--- src/design/rmnh_pkg.sv ---
// ----------------------------------------------------------------------------
// Ray mesh nearest hit package
// Shared types, constants and saturation helper.
// ----------------------------------------------------------------------------
package rmnh_pkg;

   localparam int FRAC_BITS_DEF = 16;
   localparam int QDEPTH        = 2;

   typedef enum logic [2:0] {
      REG_ORIGIN_X = 3'd0,
      REG_ORIGIN_Y = 3'd1,
      REG_ORIGIN_Z = 3'd2,
      REG_DIR_X    = 3'd3,
      REG_DIR_Y    = 3'd4,
      REG_DIR_Z    = 3'd5
   } reg_index_type;

   typedef struct packed {
      logic [2:0][31:0] e1;
      logic [2:0][31:0] e2;
      logic [2:0][31:0] s;
      logic             last;
   } entry_type;

   typedef struct packed {
      logic             hit;
      logic [30:0]      distance;
      logic [2:0][31:0] point;
   } result_type;

   function automatic logic [31:0] sat32(input logic signed [63:0] v);
      logic [31:0] r;
      if (v > 64'sd2147483647) begin
         r = 32'h7fff_ffff;
      end else if (v < -64'sd2147483648) begin
         r = 32'h8000_0000;
      end else begin
         r = v[31:0];
      end
      return r;
   endfunction

endpackage

--- src/design/rmnh_queue.sv ---
// ----------------------------------------------------------------------------
// Ray mesh nearest hit queue
// Short queue of prepared triangles between front end and back end.
// ----------------------------------------------------------------------------
module rmnh_queue import rmnh_pkg::*; (
   input  logic      clock,
   input  logic      reset,
   input  logic      push,
   input  entry_type push_entry,
   output logic      full,
   input  logic      pop,
   output logic      not_empty,
   output entry_type head
);

   localparam int PW = (QDEPTH > 1) ? $clog2(QDEPTH) : 1;
   localparam int CNTW = $clog2(QDEPTH + 1);

   entry_type       mem [QDEPTH];
   logic [PW-1:0]   wr_ptr_ff;
   logic [PW-1:0]   rd_ptr_ff;
   logic [CNTW-1:0] count_ff;

   assign full      = (count_ff == CNTW'(QDEPTH));
   assign not_empty = (count_ff != '0);
   assign head      = mem[rd_ptr_ff];

   always_ff @(posedge clock) begin
      if (push) begin
         mem[wr_ptr_ff] <= push_entry;
      end
   end

   always_ff @(posedge clock) begin
      if (reset) begin
         wr_ptr_ff <= '0;
         rd_ptr_ff <= '0;
         count_ff  <= '0;
      end else begin
         if (push) begin
            wr_ptr_ff <= (wr_ptr_ff == PW'(QDEPTH - 1)) ? '0 : wr_ptr_ff + 1'b1;
         end
         if (pop) begin
            rd_ptr_ff <= (rd_ptr_ff == PW'(QDEPTH - 1)) ? '0 : rd_ptr_ff + 1'b1;
         end
         if (push && !pop) begin
            count_ff <= count_ff + 1'b1;
         end else if (pop && !push) begin
            count_ff <= count_ff - 1'b1;
         end
      end
   end

endmodule

--- config.mk ---
export PLATFORM = sky130hd
export DESIGN_NAME = rmnh_queue
export DESIGN_NICKNAME = d
export VERILOG_FILES = /design/src/design/rmnh_pkg.sv /design/src/design/rmnh_queue.sv
export SDC_FILE = /design/constraint.sdc
export NUM_CORES = 1
export LEC_CHECK = 0
export BUFFER_PORTS_ARGS = -buffer_cell sky130_fd_sc_hd__buf_2
export CAP_MARGIN = 20
export CORE_AREA = 4 4 228 230
export DETAILED_ROUTE_END_ITERATION = 12
export DIE_AREA = 0 0 232 234
export PLACE_DENSITY_LB_ADDON = 0.25
export SYNTH_ARGS = -nofsm -noshare
export SYNTH_HDL_FRONTEND = slang
export SYNTH_SLANG_ARGS = --single-unit
--- constraint.sdc ---
create_clock -name clock -period 17.1 [get_ports clock]
set_input_delay 2.565 -clock clock [delete_from_list [all_inputs] [get_ports clock]]
set_output_delay 2.565 -clock clock [all_outputs]
set_load 0.02 [all_outputs]
==> results.txt <==
----------------------------------------------------
[Run status]
  Status ... completed

[Routing]
  Detailed-routed wire length on met2 ... 24.35 mm
  Post-detailed-route count of antenna-violating nets ... 0
  WL per Instance ... 20.90 um
  Number of detailed-routing iterations run before antenna repair ... 4
  Post-Route M1 WL ... 17.66 mm
  Uppermost layer routed ... met5
  Vias ... 10,780
  Number of design rule violations left after detail routing ... 0
  Iteration-0 DRC Markers ... 606
  Vias/cell ... 4.739
  Overall routed net length ... 47.55 mm
  Met3 WL post-DR ... 4.274 mm

[Clock network]
  Number of H-tree levels ... 2
  Number of buffers inserted to repair setup after CTS ... 0
  Number of buffers created by CTS ... 58
  Clock tree from TritonCTS ... done
  # clock sinks ... 583
  Post-cts hold buffer count ... 0
  Clock root buffer ... sky130_fd_sc_hd__clkbuf_16
  PostCTS Resize Cnt ... 0
  Max clock buf depth ... 3
  Clk Latency, worst-skew pair ... 0.59 ns
  Clock slew at reported path FFs ... 0.06 ns

[Synth]
  Average footprint of a synthesized cell ... 23.76 sq um
  Sequential-to-total area share from yosys stat ... 79.76%
  Most area-hungry cell type in the Yosys netlist ... sky130_fd_sc_hd__edfxtp_1
  Syn nets ... 1,215
  Largest cells by area after synthesis ... sky130_fd_sc_hd__edfxtp_1, sky130_fd_sc_hd__mux2_4, sky130_fd_sc_hd__mux2_2
  Unique cell type count in the Yosys netlist ... 17
  Syn. warnings ... 0
  Portion of synthesized cell area occupied by the leading cell type ... 79.30%
  Most used DFF post-synth ... sky130_fd_sc_hd__edfxtp_1
  Proportion of synthesized flip-flops having asynchronous set or reset ... 0%
  Most frequent cells after synthesis ... sky130_fd_sc_hd__edfxtp_1, sky130_fd_sc_hd__mux2_4, sky130_fd_sc_hd__mux2_2
  Post-synthesis sequential element count ... 583
  Count of flip-flops with a built-in enable after synthesis ... 578
  Synthesized cell area ... 21,890 sq um
  Cell with the most instances after synthesis ... sky130_fd_sc_hd__edfxtp_1
  Cells after synthesis ... 921

[Layout]
  Post-synthesis to final-layout area growth ... 24.63%
  Multi-input logic area ... 4119 sq um
  Fraction of final layout cells with drive strength greater than 1 ... 60.63%
  FF/Latch Area ... 17,460 sq um
  Non-Filler Cell Area, Final ... 27,280 sq um
  Total Nets Final ... 1,837
  Fill count ... 4,029

[Timing]
  Slew at the pin closest to its max-slew limit ... 1.338 ns
  Share of the clock period used by the worst path after layout ... 32.90%
  Crit path time final ... 5.626 ns
  Fmax ... 177.7 MHz
  Final setup skew ... 0.01269 ns
  Hold violation count in the final report ... 0
  Max_slew headroom ... 10.78%
  Setup repair after global routing missed its margin ... false
  Sum of negative setup slack ... 0 ns
  Final max-slew violation count ... 0
  Endpoints failing setup ... 0

[Placed design]
  Detailed Place HPWL ... 32.99 mm
  Port Buffers ... 583
  Placed cell area ... 25,440 sq um
  Routability congestion estimate from global placement ... 0.7738

[Floorplanning]
  Die H ... 234 um
  Overall die area ... 54,290 sq um
  Initial cell density of the core ... 43.89%
  Count of pins on the block boundary ... 584
  Cell Rows ... 82
  Chip Width ... 232 um
  Area of the core region ... 49,860 sq um

[Setup path]
  R2R cell count ... 4
  Crit path buffers/inverters ... 2
  Critical Path Max Stage Delay ... 0.85 ns
  List of cells traversed by the critical path ... buf_12, mux2_2, buf_2
  Kind of critical path ... register to primary output
  CP Capture Type ... primary output
  Endpoint arrival time on the critical path ... 3.06 ns
  Data required time of the critical path ... 14.53 ns
  Critical path's slowest cell ... sky130_fd_sc_hd__dfxtp_4
  Critical path's top delay family ... flip-flops
  Crit-path max FO ... 139
  Crit. path cell count ... 3
  Critical path startpoint category ... register

[GRT]
  Number of antenna violations at the first check in global routing ... 25
  Pin count of the biggest net entering global routing ... 140
  Wire length of the first global-routing pass ... 67.42 mm
  Number of global-route vias before repair ... 11,060
  Total congestion overflow after global routing ... 0
  Global-route usage over all layers ... 16.51%

[Hold path]
  Count of cells along the worst hold path ... 2
  Worst hold path class ... register to register

[Power]
  Peak supply drop ... 0.1017 mV
  Static power due to leakage ... 10.58 nW
  Areal power density over the cells ... 122.1 nW/um^2

[Job]
  Maxcap violations ... 0

----------------------------------------------------
-- worst register-to-register path, stage by stage, from the launching register on --
cell and delay, ns:
sky130_fd_sc_hd__dfxtp_1 0.36, sky130_fd_sc_hd__nor2b_4 0.47, sky130_fd_sc_hd__buf_4 0.79, sky130_fd_sc_hd__buf_4 0.87, sky130_fd_sc_hd__buf_4 0.91
-- cell families after synthesis --
family	count (synthesis)	share of synthesized area [%]
flops	583	79.76
mux	289	18.30
buf+inv	33	1.463
simple gates	9	0.2116
xor+xnor	4	0.1601
compound gates	2	0.04569
fa+ha+maj	1	0.05716
-- report_power, final --
part	switching, mW	leakage [nW]	internal [mW]
sequential	0.0239	5.47	1.67
clock	0.501	0.873	0.693
combinational	0.254	4.24	0.188
total	0.779	10.6	2.55
-- worst paths after layout --
path                            startpoint                        to  slack, ns
setup / recovery                  register                 head[275]      11.47
hold reg to reg   count_ff[1]$_SDFFE_PP0P_  count_ff[1]$_SDFFE_PP0P_       0.50
hold / removal    count_ff[1]$_SDFFE_PP0P_  count_ff[1]$_SDFFE_PP0P_       0.50
setup reg to reg    wr_ptr_ff$_SDFFE_PP0P_     mem[0][166]$_DFFE_PP_      13.25
-- layout make-up --
type,count,share of cell area (%)
clock buffers,83,6.009
well taps,672,3.083
diodes,13,0.1193
clock inverters,24,0.6147
flip-flops and latches,583,64.01
inverters,1,0.01376
repair buffers,594,11.05
multi-input cells,305,15.10
-- per-layer routing --
| metal | GRT usage [%] | up-vias |
|---|---|---|
| met5 | 0 | - |
| met4 | 4.820 | 24 |
| met3 | 6.791 | 87 |
| met2 | 28.48 | 381 |
| met1 | 19.08 | 5341 |
| li1 | - | 4948 |
-- stage by stage --
step           std cells  hold WS, ns  util (%)  power [mW]  setup WS [ns]
2_1_floorplan        921       0.4558         -       2.046          1.130
3_3_place_gp        2155       0.4782     51.01       2.168          10.77
3_5_place_dp        2155       0.4834     51.01       2.174          10.77
4_1_cts             2262       0.4949     54.64       3.374          11.42
5_1_grt             2270       0.5383     54.68       3.461          11.19
6_report            2275       0.5020     54.70       3.331          11.47
-- placed cells by master (no fill, tap or decap), drive strengths merged --
cell type and count:
o21ai 1, bufinv 2, a21oi 1, clkbuf 83, dfxtp 5, clkinv 19
nor2 4, and2 1, or2 1, mux2 289, ha 1, xnor2 2
or3 1, inv 1, clkinvlp 3, buf 594, xor2 2, edfxtp 578
diode 13, nor2b 2
-- flip-flops by register name (all words and copies together) (netlist names), named ones only --
register   count
mem          578
count_ff       2
rd_ptr_ff      1
wr_ptr_ff      1
Power figures use the tool's default switching activity.
