$ cat src/design/rmnh_pkg.sv
// ----------------------------------------------------------------------------
// Ray mesh nearest hit package
// Shared types, constants and saturation helper.
// ----------------------------------------------------------------------------
package rmnh_pkg;

   localparam int FRAC_BITS_DEF = 16;
   localparam int QDEPTH        = 2;

   typedef enum logic [2:0] {
      REG_ORIGIN_X = 3'd0,
      REG_ORIGIN_Y = 3'd1,
      REG_ORIGIN_Z = 3'd2,
      REG_DIR_X    = 3'd3,
      REG_DIR_Y    = 3'd4,
      REG_DIR_Z    = 3'd5
   } reg_index_type;

   typedef struct packed {
      logic [2:0][31:0] e1;
      logic [2:0][31:0] e2;
      logic [2:0][31:0] s;
      logic             last;
   } entry_type;

   typedef struct packed {
      logic             hit;
      logic [30:0]      distance;
      logic [2:0][31:0] point;
   } result_type;

   function automatic logic [31:0] sat32(input logic signed [63:0] v);
      logic [31:0] r;
      if (v > 64'sd2147483647) begin
         r = 32'h7fff_ffff;
      end else if (v < -64'sd2147483648) begin
         r = 32'h8000_0000;
      end else begin
         r = v[31:0];
      end
      return r;
   endfunction

endpackage

$ cat src/design/rmnh_front.sv
// ----------------------------------------------------------------------------
// Ray mesh nearest hit front end
// Accepts triangles and forms the saturated edge and origin offset vectors.
// ----------------------------------------------------------------------------
module rmnh_front import rmnh_pkg::*; (
   input  logic             req_tvalid,
   output logic             req_tready,
   input  logic [287:0]     req_tdata,
   input  logic             req_tlast,
   input  logic [2:0][31:0] origin,
   input  logic             queue_full,
   output logic             push,
   output entry_type        entry
);

   logic [31:0] va [3];
   logic [31:0] vb [3];
   logic [31:0] vc [3];

   always_comb begin
      for (int i = 0; i < 3; i++) begin
         va[i] = req_tdata[32*i +: 32];
         vb[i] = req_tdata[32*(3+i) +: 32];
         vc[i] = req_tdata[32*(6+i) +: 32];
      end
   end

   always_comb begin
      entry.last = req_tlast;
      for (int i = 0; i < 3; i++) begin
         entry.e1[i] = sat32(64'($signed(vb[i])) - 64'($signed(va[i])));
         entry.e2[i] = sat32(64'($signed(vc[i])) - 64'($signed(va[i])));
         entry.s[i]  = sat32(64'($signed(origin[i])) - 64'($signed(va[i])));
      end
   end

   assign req_tready = !queue_full;
   assign push       = req_tvalid && !queue_full;

endmodule

$ cat config.mk
export PLATFORM = sky130hd
export DESIGN_NAME = rmnh_front
export DESIGN_NICKNAME = d
export VERILOG_FILES = /design/src/design/rmnh_pkg.sv /design/src/design/rmnh_front.sv
export SDC_FILE = /design/constraint.sdc
export NUM_CORES = 1
export LEC_CHECK = 0
export ABC_AREA = 1
export BUFFER_PORTS_ARGS = -buffer_cell sky130_fd_sc_hd__buf_4
export CAP_MARGIN = 10
export CORE_MARGIN = 2
export CORE_UTILIZATION = 30
export DETAILED_ROUTE_END_ITERATION = 10
export SYNTH_ARGS = -nofsm -noshare
export SYNTH_HDL_FRONTEND = slang
export SYNTH_SLANG_ARGS = --single-unit
$ cat constraint.sdc
create_clock -name vclk -period 2.7
set_input_delay 0.135 -clock vclk [all_inputs]
set_output_delay 0.135 -clock vclk [all_outputs]
set_load 0.005 [all_outputs]
==> impl_summary.md <==
Run status
The flow ran to the end, but the final reports show violations. The final reports fail on negative setup slack.

Finish
The summed area of non-filler cells in the final layout is 42400 sq um. The area growth from synthesis to layout is 78.4%. The footprint of the multi-input gates is about 23000 sq um. The number of clock buffers in the layout is 0. The final-stage net count is 7299.

In the final layout, flip-flops and latches occupy 0 sq um. At the end of the flow the core is filled with cells to between 50 and 60%. The filler cells instantiated in the layout total about 8200. In the finished design the tool counted flip-flops and latches totalling 0. Of the cells placed in the final design, the portion with a size suffix greater than 1 is 38.4%. The non-filler instance count after layout is between 7000 and 8000.

Synthesis
Summed over its instances, the top area cell type makes up 33.1% of the synthesized netlist area. For this run, the number of Yosys warnings is 0. The post-synthesis sequential area ratio is 0%. The number of distinct standard cells referenced by the synthesized netlist is 43. Sorting the synthesized cells by area gives the leading types as sky130_fd_sc_hd__nand2_1 (33%), sky130_fd_sc_hd__ha_1 (15%), sky130_fd_sc_hd__inv_1 (14%), sky130_fd_sc_hd__nand3_1 (6.7%), sky130_fd_sc_hd__nor2_1 (6.7%).

Among all cell types in the netlist, the one instantiated most often is sky130_fd_sc_hd__nand2_1. When the netlist entered floorplanning its net count stood at 5588. The library cell occupying the most area in the post-synthesis netlist is sky130_fd_sc_hd__nand2_1. Summing every instance area after synthesis gives 23800 sq um. The average instance in the mapped netlist occupies 4.85 sq um. The synthesized instance count is 4904. The commonest cells after synthesis are sky130_fd_sc_hd__nand2_1 (2093), sky130_fd_sc_hd__inv_1 (865), sky130_fd_sc_hd__nor2_1 (425).

Routing
Wires add up to 141000 um. The count of nets left with antenna violations once routing finished came out at 0. The final routed DRC violation total is 0. For this run, the detailed router's first-pass iteration total came to 6. The routed length per placed instance is 18.4 um. The detail-routed via count per cell is a little under 5.

The initial detailed-routing violation count is ~2700. Detailed routing inserted a total of around 37000 vias.

Min path
The worst hold endpoint is entry[0]. The hold path startpoint is req_tlast. The worst min-delay path class is primary input to output pin. The depth of the worst hold-timing path is 0.

Die
The floorplan row count is roughly 100. Measured along the y axis, the die boundary spans ~290 um. For this design the top-level I/O count stands at 678. The region available for standard cell placement spans 78700 sq um. The initial utilization of the core area, before any placement, comes to between 30% and 40%. The floorplan die width is 285 um. The die area is 81500 sq um.

STA
The worst-case headroom to the max-slew limit is 67.5%. Setup repair after global routing could not meet its margin everywhere. The smallest clock period supported by the final layout is computed as ~2.9 ns. In the final timing run, aggregate negative setup slack is -33.47 ns.

Setup slack on the critical path of the routed design comes to -0.232 ns. Based on the critical path, the design can be clocked at up to 341 MHz. The final period utilization is 109%.

The slew of the pin with the lowest slew margin is 0.486 ns. The number of endpoints with negative hold slack in the final report was 0. The count of final max-slew check failures is 0. Setup violations remaining at the end of the flow were counted as 265.

Power and ir drop
The ratio of total power to cell area is 346 nW/um^2. The share of total power dissipated in combinational logic is 100.0%. The switching share of power is 52.4%. Sequential cells burn 0% of the power. Internal power comes to 6.98 mW. The maximum vdd drop is a little over 0.2 mV. The clock share of power is 0%. The reported net switching power is 7.68 mW. Summed over all cells, the static leakage comes to about 24 nW.

Critical path
For this design, the slowest cell found on the critical path is sky130_fd_sc_hd__ha_4. The worst path arrival time is around 2.8 ns. The stage delay of the slowest cell on the critical path is approximately 0.29 ns.

The maximum fanout count along the critical path is 8. The most frequent cell on the critical path is sky130_fd_sc_hd__nand2_1. The critical path goes through buf_4 > clkinvlp_4 > ha_4 > nand2_1 > nand2_1 > a21oi_1 > nand2_2 > buf_4 > buf_4 > nand3_1 > nand4_1 > nand2_1 > nand2_1 > nor2_1 > nand3_1 > nor2_2 > nor2_2 > nand2_4 > clkbuf_16 > nand2_1 > buf_4. The buffers plus inverters on the worst setup path is 6. The type of element capturing the critical path is an output pin. The cell family contributing the most delay on the critical path is simple AND/OR/NAND/NOR gates.

The endpoint required time on the critical path is between 2 and 3 ns. The launching element type of the critical path is a primary input. The setup path with the least slack is of type primary input to output pin.

GRT
The first global-routing pass estimated ~200000 um of wire. The initial antenna violation count is 6. The number of global-route vias before repair is 34400. The total congestion overflow is 0. The largest net degree at the start of global routing is 32.

Across every metal layer, demand over resource in global routing totals between 30% and 40%.

Clocking
After clock tree synthesis, the flow added hold-fix buffers numbering 0.

Job
The max-cap violation count is 0.

Placement
The placement-stage cell area is 37900 sq um. The global placer's final weighted congestion is around 1.0. The number of buffers inserted by port buffering is 676. The post-DP HPWL is 124000 um. The number of instances in the placed design is 7581.
[worst max path at each step]
| stage | from | end | cells past startpoint |
|---|---|---|---|
| global placement | req_tdata[76] | entry[163] | 22 |
| global route | req_tdata[65] | entry[87] | 22 |
| floorplan | req_tdata[96] | entry[216] | 18 |
| finish | req_tdata[36] | entry[146] | 21 |
| detailed placement | req_tdata[64] | entry[285] | 18 |
| CTS | req_tdata[47] | entry[145] | 20 |
[stage by stage]
step | power (mW) | hold WS [ns] | worst slack [ns]
after CTS | 13.8 | 0.270 | -0.168
final | 14.7 | 0.270 | -0.232
after global routing | 15.7 | 0.270 | -0.392
after floorplan | 5.61 | 0.297 | 0.326
after detailed placement | 12.9 | 0.270 | -0.318
after global placement | 12.9 | 0.270 | -0.314
[repair_timing]
action	CTS	global route
resized for setup	422	444
setup endpoints to repair	279	279
pin swaps	105	109
buffers inserted	48	24
cloned	6	7
[power by group through the flow]
stage / Clock, mW / Combinational (mW) / Sequential [mW]
floorplan: 0 / 5.61 / 0
global placement: 0 / 12.9 / 0
detailed placement: 0 / 12.9 / 0
CTS: 0 / 13.8 / 0
global route: 0.000000199 / 15.7 / 0
finish: 0.000000200 / 14.7 / 0
[final cells by class]
| cell class | count | area share [%] |
|---|---|---|
| Timing Repair Buffer | 1765 | 33.7 |
| Inverter | 871 | 7.96 |
| Tap cell | 1050 | 3.10 |
| Antenna cell | 4 | 0.0236 |
| Multi-Input combinational cell | 3977 | 55.3 |
[metal layers]
metal,share of wire [%],GRT usage [%]
met1,43,42.8
met2,46,55.2
met3,6.3,2.14
met4,3.9,9.27
met5,0.0057,0
[logic make-up after synthesis]
logic type	count (synthesis)	synth area share, %
compound gates	479	11.0
simple gates	3071	52.8
buf+inv	927	15.4
fa+ha+maj	297	15.9
xor+xnor	130	4.89
[cells in the final DEF (no fill, tap or decap), types with 33 or more instances in the layout]
cell type / netlist / routed
sky130_fd_sc_hd__inv_2: 6 / 52
sky130_fd_sc_hd__nand3b_1: 48 / 48
sky130_fd_sc_hd__nand2_2: 36 / 237
sky130_fd_sc_hd__buf_12: 0 / 58
sky130_fd_sc_hd__o21ai_0: 111 / 91
sky130_fd_sc_hd__nor2_1: 425 / 300
sky130_fd_sc_hd__nand2_1: 2093 / 1860
sky130_fd_sc_hd__inv_1: 865 / 791
sky130_fd_sc_hd__ha_1: 288 / 174
sky130_fd_sc_hd__ha_4: 0 / 100
sky130_fd_sc_hd__nand3_1: 320 / 272
sky130_fd_sc_hd__buf_6: 17 / 33
sky130_fd_sc_hd__buf_4: 8 / 1663
sky130_fd_sc_hd__a21oi_2: 6 / 70
sky130_fd_sc_hd__nand3_2: 4 / 49
sky130_fd_sc_hd__nand4_1: 65 / 65
sky130_fd_sc_hd__a21oi_1: 285 / 217
sky130_fd_sc_hd__nor2_2: 8 / 104
sky130_fd_sc_hd__xor2_1: 94 / 87
Note: power is estimated with default switching activity, not from simulation.
